## config.mk

```make
export PLATFORM = sky130hd
export DESIGN_NAME = amt_sort_cell
export DESIGN_NICKNAME = d
export VERILOG_FILES = /design/src/amt_pkg.sv /design/src/amt_sort_cell.sv
export SDC_FILE = /design/constraint.sdc
export NUM_CORES = 1
export LEC_CHECK = 0
export BUFFER_PORTS_ARGS = -buffer_cell sky130_fd_sc_hd__buf_2
export CAP_MARGIN = 10
export CORE_AREA = 2 2 39 41
export CTS_BUF_LIST = sky130_fd_sc_hd__clkbuf_4
export CTS_CLUSTER_DIAMETER = 60
export DETAILED_ROUTE_END_ITERATION = 7
export DIE_AREA = 0 0 41 43
export GPL_ROUTABILITY_DRIVEN = 0
export PLACE_DENSITY = 0.79
export SLEW_MARGIN = 20
export SYNTH_ARGS = -nofsm -noshare
export SYNTH_HDL_FRONTEND = slang
export SYNTH_SLANG_ARGS = --single-unit
```

## constraint.sdc

```tcl
create_clock -name i_clk -period 6.18 [get_ports i_clk]
set_input_delay 1.236 -clock i_clk [delete_from_list [all_inputs] [get_ports i_clk]]
set_output_delay 1.236 -clock i_clk [all_outputs]
set_load 0.02 [all_outputs]
```

## src/amt_pkg.sv

```systemverilog
`timescale 1ns / 1ps
`default_nettype none
// ---------------------------------------------------------------------------
// amt_pkg: shared types for the anagram match table
// Holds the sorter cell control struct and the field widths of the streams.
// ---------------------------------------------------------------------------
package amt_pkg;
    localparam int CHAR_W = 8;
    localparam int IDX_W  = 5;

    // Control handed down the sorter cell chain
    typedef struct packed {
        logic clear;   // empty the cell
        logic insert;  // take part in an insertion
    } t_cell_ctl;
endpackage
`default_nettype wire

```

## src/amt_sort_cell.sv

```systemverilog
`timescale 1ns / 1ps
`default_nettype none
// ---------------------------------------------------------------------------
// amt_sort_cell: one cell of the insertion sorter
// Keeps one byte of the sorted word. On insert, a cell whose byte is greater
// than the new byte takes its left neighbor's byte (or the new byte), so the
// row stays sorted ascending, with empty cells acting as +infinity.
// ---------------------------------------------------------------------------
module amt_sort_cell (
    input  wire logic                        i_clk,
    input  wire amt_pkg::t_cell_ctl          i_ctl,
    input  wire logic [amt_pkg::CHAR_W-1:0]  i_new,
    input  wire logic [amt_pkg::CHAR_W-1:0]  i_left_val,
    input  wire logic                        i_left_full,
    input  wire logic                        i_left_gt,
    output logic [amt_pkg::CHAR_W-1:0]       o_val,
    output logic                             o_full,
    output logic                             o_gt
);
    logic [amt_pkg::CHAR_W-1:0] r_val;
    logic                       r_full;

    assign o_val  = r_val;
    assign o_full = r_full;
    // empty cells sort after every byte
    assign o_gt   = !r_full || (r_val > i_new);

    // shift or insert on a new byte; an empty cell behind another empty
    // cell stays empty
    always_ff @(posedge i_clk) begin
        if (i_ctl.clear) begin
            r_full <= 1'b0;
        end else if (i_ctl.insert && o_gt && (i_left_full || !i_left_gt)) begin
            r_full <= 1'b1;
            if (i_left_gt && i_left_full) begin
                r_val <= i_left_val;
            end else begin
                r_val <= i_new;
            end
        end
    end
endmodule
`default_nettype wire

```

Yosys cells after proc, flatten, opt, wreduce, memory -nomap -nowiden
Cells that the tools add are included.
{"block": "op_classes", "magnitude_cmp": 1, "muxes": 1, "bitwise": 1, "n_reduce_logical": 8}
{"operator": "$gt A8 B8 Y1", "count": 1}
{"operator": "$mux W8", "count": 1}
{"operator": "$logic_and A1 B1 Y1", "count": 3}
{"operator": "$logic_not A1 Y1", "count": 2}
{"operator": "$logic_or A1 B1 Y1", "count": 2}
{"operator": "$reduce_and A2 Y1", "count": 1}
{"operator": "$not A1 Y1", "count": 1}
{"block": "totals", "regBits": 9, "inputBits": 21, "out_inout_bits": 10, "wordCells": 13}

Logic depth before layout (Yosys ltp)
{"block": "logic_depth", "ltp_word": 5, "ltp_mapped": 6, "mapped_depth_nobuf": 6}

Worst setup path after synthesis
No wires, ideal clock.
{"block": "synth_path", "path_kind": "input port to output port", "from": "in i_new[1] (netlist name)", "to": "out o_gt", "arrival_time_ns": 2.291, "required_time_ns": 4.944, "slack_ns": 2.653, "stages": 6, "n_path_buf": 0, "cell_sequence": "inv_1 -> ha_1 -> nor2b_1 -> o211ai_1 -> a21o_1 -> a31oi_1"}
{"block": "synth_via", "elab_chain_len": 2}
{"item": "start: declaration", "line_no": "amt_sort_cell.sv:12", "source": "input wire logic [amt_pkg::CHAR_W-1:0] i_new,"}
{"item": "$gt A8 B8 Y1", "line_no": "amt_sort_cell.sv:26", "source": "assign o_gt = !r_full || (r_val > i_new);"}
{"item": "$logic_or A1 B1 Y1", "line_no": "amt_sort_cell.sv:26"}
{"item": "end: declaration", "line_no": "amt_sort_cell.sv:18", "source": "output logic o_gt"}
No other way between the ends.

Worst setup path in the final report
Same ends and word-level chain as after synthesis.

==> key figures <==
Outcome
  – Status: complete, no violations

Logic synthesis
  – Syn nets: 81
  – Ys flop type: edfxtp_1
  – Asr flop ratio synth: 0
  – Post-Syn Instances: 52
  – Synth Area in Compound Gates: 0.08898
  – Area contributors post-synth: edfxtp_1 (41%), ha_1 (17%), mux2_2 (15%)
  – Synth area leader: edfxtp_1
  – Synth cell count leaders: inv_1 (9), edfxtp_1 (8), ha_1 (8), mux2_2 (8), a21oi_1 (3)
  – Number of synthesized flops with an enable pin: 8
  – Number of synthesized register bits: 9
  – Most common cell in the netlist: inv_1
  – Mean Syn Cell Area: 11.36 um^2
  – Xor and xnor area share after synthesis: 0
  – Syn. warnings: 0
  – Multiplexer share of the synthesized area: 0.1525
  – Combinational family with the most area after synthesis: adder cells
  – Netlist Area Pre-Place: 590.6 um^2
  – Register area share after synthesis: 0.4407
  – Synth Area in Adders: 0.1695
  – Yosys cell types: 18
  – Yosys top cell area share: 0.4068
  – Simple-Gate Fraction of Synth Area: 0.08475

Power and ir drop
  – Switching Share: 0.2501
  – Comb pwr share: 0.211
  – Net switching power: 38.36 uW
  – Leak: 0.3903 nW
  – Sequential share of power: 0.466
  – Clock power frac: 0.323
  – Max rail drop VDD: 105.9 uV
  – Internal cell power: 115.0 uW
  – Pwr dens: 194.0 nW/um^2

Floorplanning
  – Die footprint: 1763 um^2
  – Die X: 41 um
  – DIE HEIGHT: 43 um
  – I/O Pins: 31
  – Site Rows: 14
  – Starting density of the core: 0.4268
  – Core region area: 1384 um^2

Setup path
  – Crit path capture type: output port
  – Critical path required time: 4940 ps
  – Critical path class: primary input to output port
  – CP arrival: 2390 ps
  – Critical path fanouts, max: 2
  – Worst r2r path cells: 5
  – Worst Setup Start Kind: primary input

Clock tree
  – CTS HTree Levels: 1
  – CTS tree: yes
  – Clk buf depth: 2
  – Post-CTS sizing: 0
  – CTS sink cnt: 9
  – CTS Hold Bufs: 0
  – Post-CTS Setup Bufs: 0
  – Root buf cell: clkbuf_4
  – CTS Buf Count: 3
  – Clock latency on the worst-skew pair: 250 ps
  – Worst-path clk slew: 60 ps

Cells and area
  – Ant diodes: 0
  – Nets@finish: 116
  – Area Growth Syn to Fin: 33.90%
  – Layout Utilization: 0.5714
  – Fillers: 122
  – Share of layout cells above drive strength 1: 0.5000

Timing
  – Final number of max-transition violations: 0
  – Tightest hold margin: 467.3 ps
  – Worst Clk Skew: 1.876 ps
  – Fin crit period: 3626 ps
  – Max_slew headroom: 0.3807
  – Final WS setup: 2554 ps
  – FMAX: 275.8 MHz
  – Final setup fails: 0
  – Worst-Margin Slew: 924.6 ps
  – RSZ-0062 raised after global routing: false
  – Final worst path period share: 0.5867
  – Final setup TNS: 0 ps
  – Final hold viol count: 0

Routing
  – Routed WL per cell: 10.64 um
  – Iter 0 DRT Violations: 1
  – Detail Route Antenna Nets: 0
  – Vias: 482
  – DRC: 0
  – Routed wire length: 1085 um
  – Vias per cell: 4.725
  – DRT Pass-1 Iters: 4

Global routing
  – Initial antenna violation count: 0
  – Largest net degree at the start of global routing: 9
  – Total gr overflow: 0
  – Vias in the first global route: 426
  – All-Layer GR Usage: 0.1395
  – First-pass GRT wire length: 1642 um

Placed design
  – I/O Buffers: 30
  – Dpl hpwl: 907.8 um
  – Post-placement setup slack: 2551 ps

Hold path
  – Worst Hold Depth: 2
  – Path type of the worst min-delay path: flip-flop to flip-flop

Flow run
  – Max Cap Viol: 0
==> layout make-up <==
class	count	area, um^2	area share
Multi-Input combinational cell	33	292.8	0.3703
Sequential cell	9	260.3	0.3291
Timing Repair Buffer	30	150.1	0.1899
Inverter	10	37.54	0.04747
Clock buffer	4	30.03	0.03797
Tap cell	16	20.02	0.02532
==> layer usage <==
| layer | routed length (um) | global-route usage | vias to the layer above |
|---|---|---|---|
| met5 | 0 | 0 | - |
| met3 | 75 | 0.04188 | 0 |
| met1 | 512 | 0.1717 | 206 |
| met2 | 497 | 0.2063 | 18 |
| met4 | 0 | 0.08000 | 0 |
| li1 | - | - | 258 |
==> cells by family after synthesis <==
logic type / Yosys count
AOI/OAI and AO/OA: 9
muxes: 8
DFF: 9
buffers and inverters: 10
and+or+nand+nor: 8
adders and majority gates: 8
==> sequential cells by signal, indices dropped and copies added (netlist names) <==
register and cells:
o_val 8, o_full 1
==> worst paths after layout <==
path              startpoint  endpoint  slack, ps
setup / recovery    i_new[1]      o_gt       2550
hold / removal        o_full    o_full        470
setup reg to reg    o_val[3]  o_val[1]       3880
hold reg to reg       o_full    o_full        470
==> stage by stage <==
stage	power, mW	std cells	instance area [um^2]
after floorplan	0.09268	52	590.6
after global placement	0.1046	98	760.7
after detailed placement	0.1054	98	760.7
after CTS	0.1554	102	790.8
after global routing	0.1634	102	790.8
final	0.1534	102	790.8
==> layout by cell type (no fill, tap or decap), drive strengths merged <==
cell type  count
a21o           1
a21oi          3
a31oi          2
buf           30
clkbuf         4
clkinv         1
dfxtp          1
edfxtp         8
ha             8
inv            9
mux2           8
nand2          1
nand4          2
nor2           1
nor2b          2
nor3           1
o211ai         1
o21ai          2
or3            1
==> power groups by stage <==
stage	registers (mW)	clock network, mW	logic (mW)
6_report	0.0714	0.0496	0.0324
4_1_cts	0.0715	0.0511	0.0329
2_1_floorplan	0.0762	0	0.0164
5_1_grt	0.0716	0.0550	0.0368
3_5_place_dp	0.0728	0	0.0326
3_3_place_gp	0.0726	0	0.0320
==> critical path, cell delays in order <==
cell,delay [ps]
buf_2,80
inv_1,40
ha_1,280
nor2b_1,130
o211ai_1,90
a21o_1,180
a31oi_1,170
buf_2,190
Power figures use the tool's default switching activity.
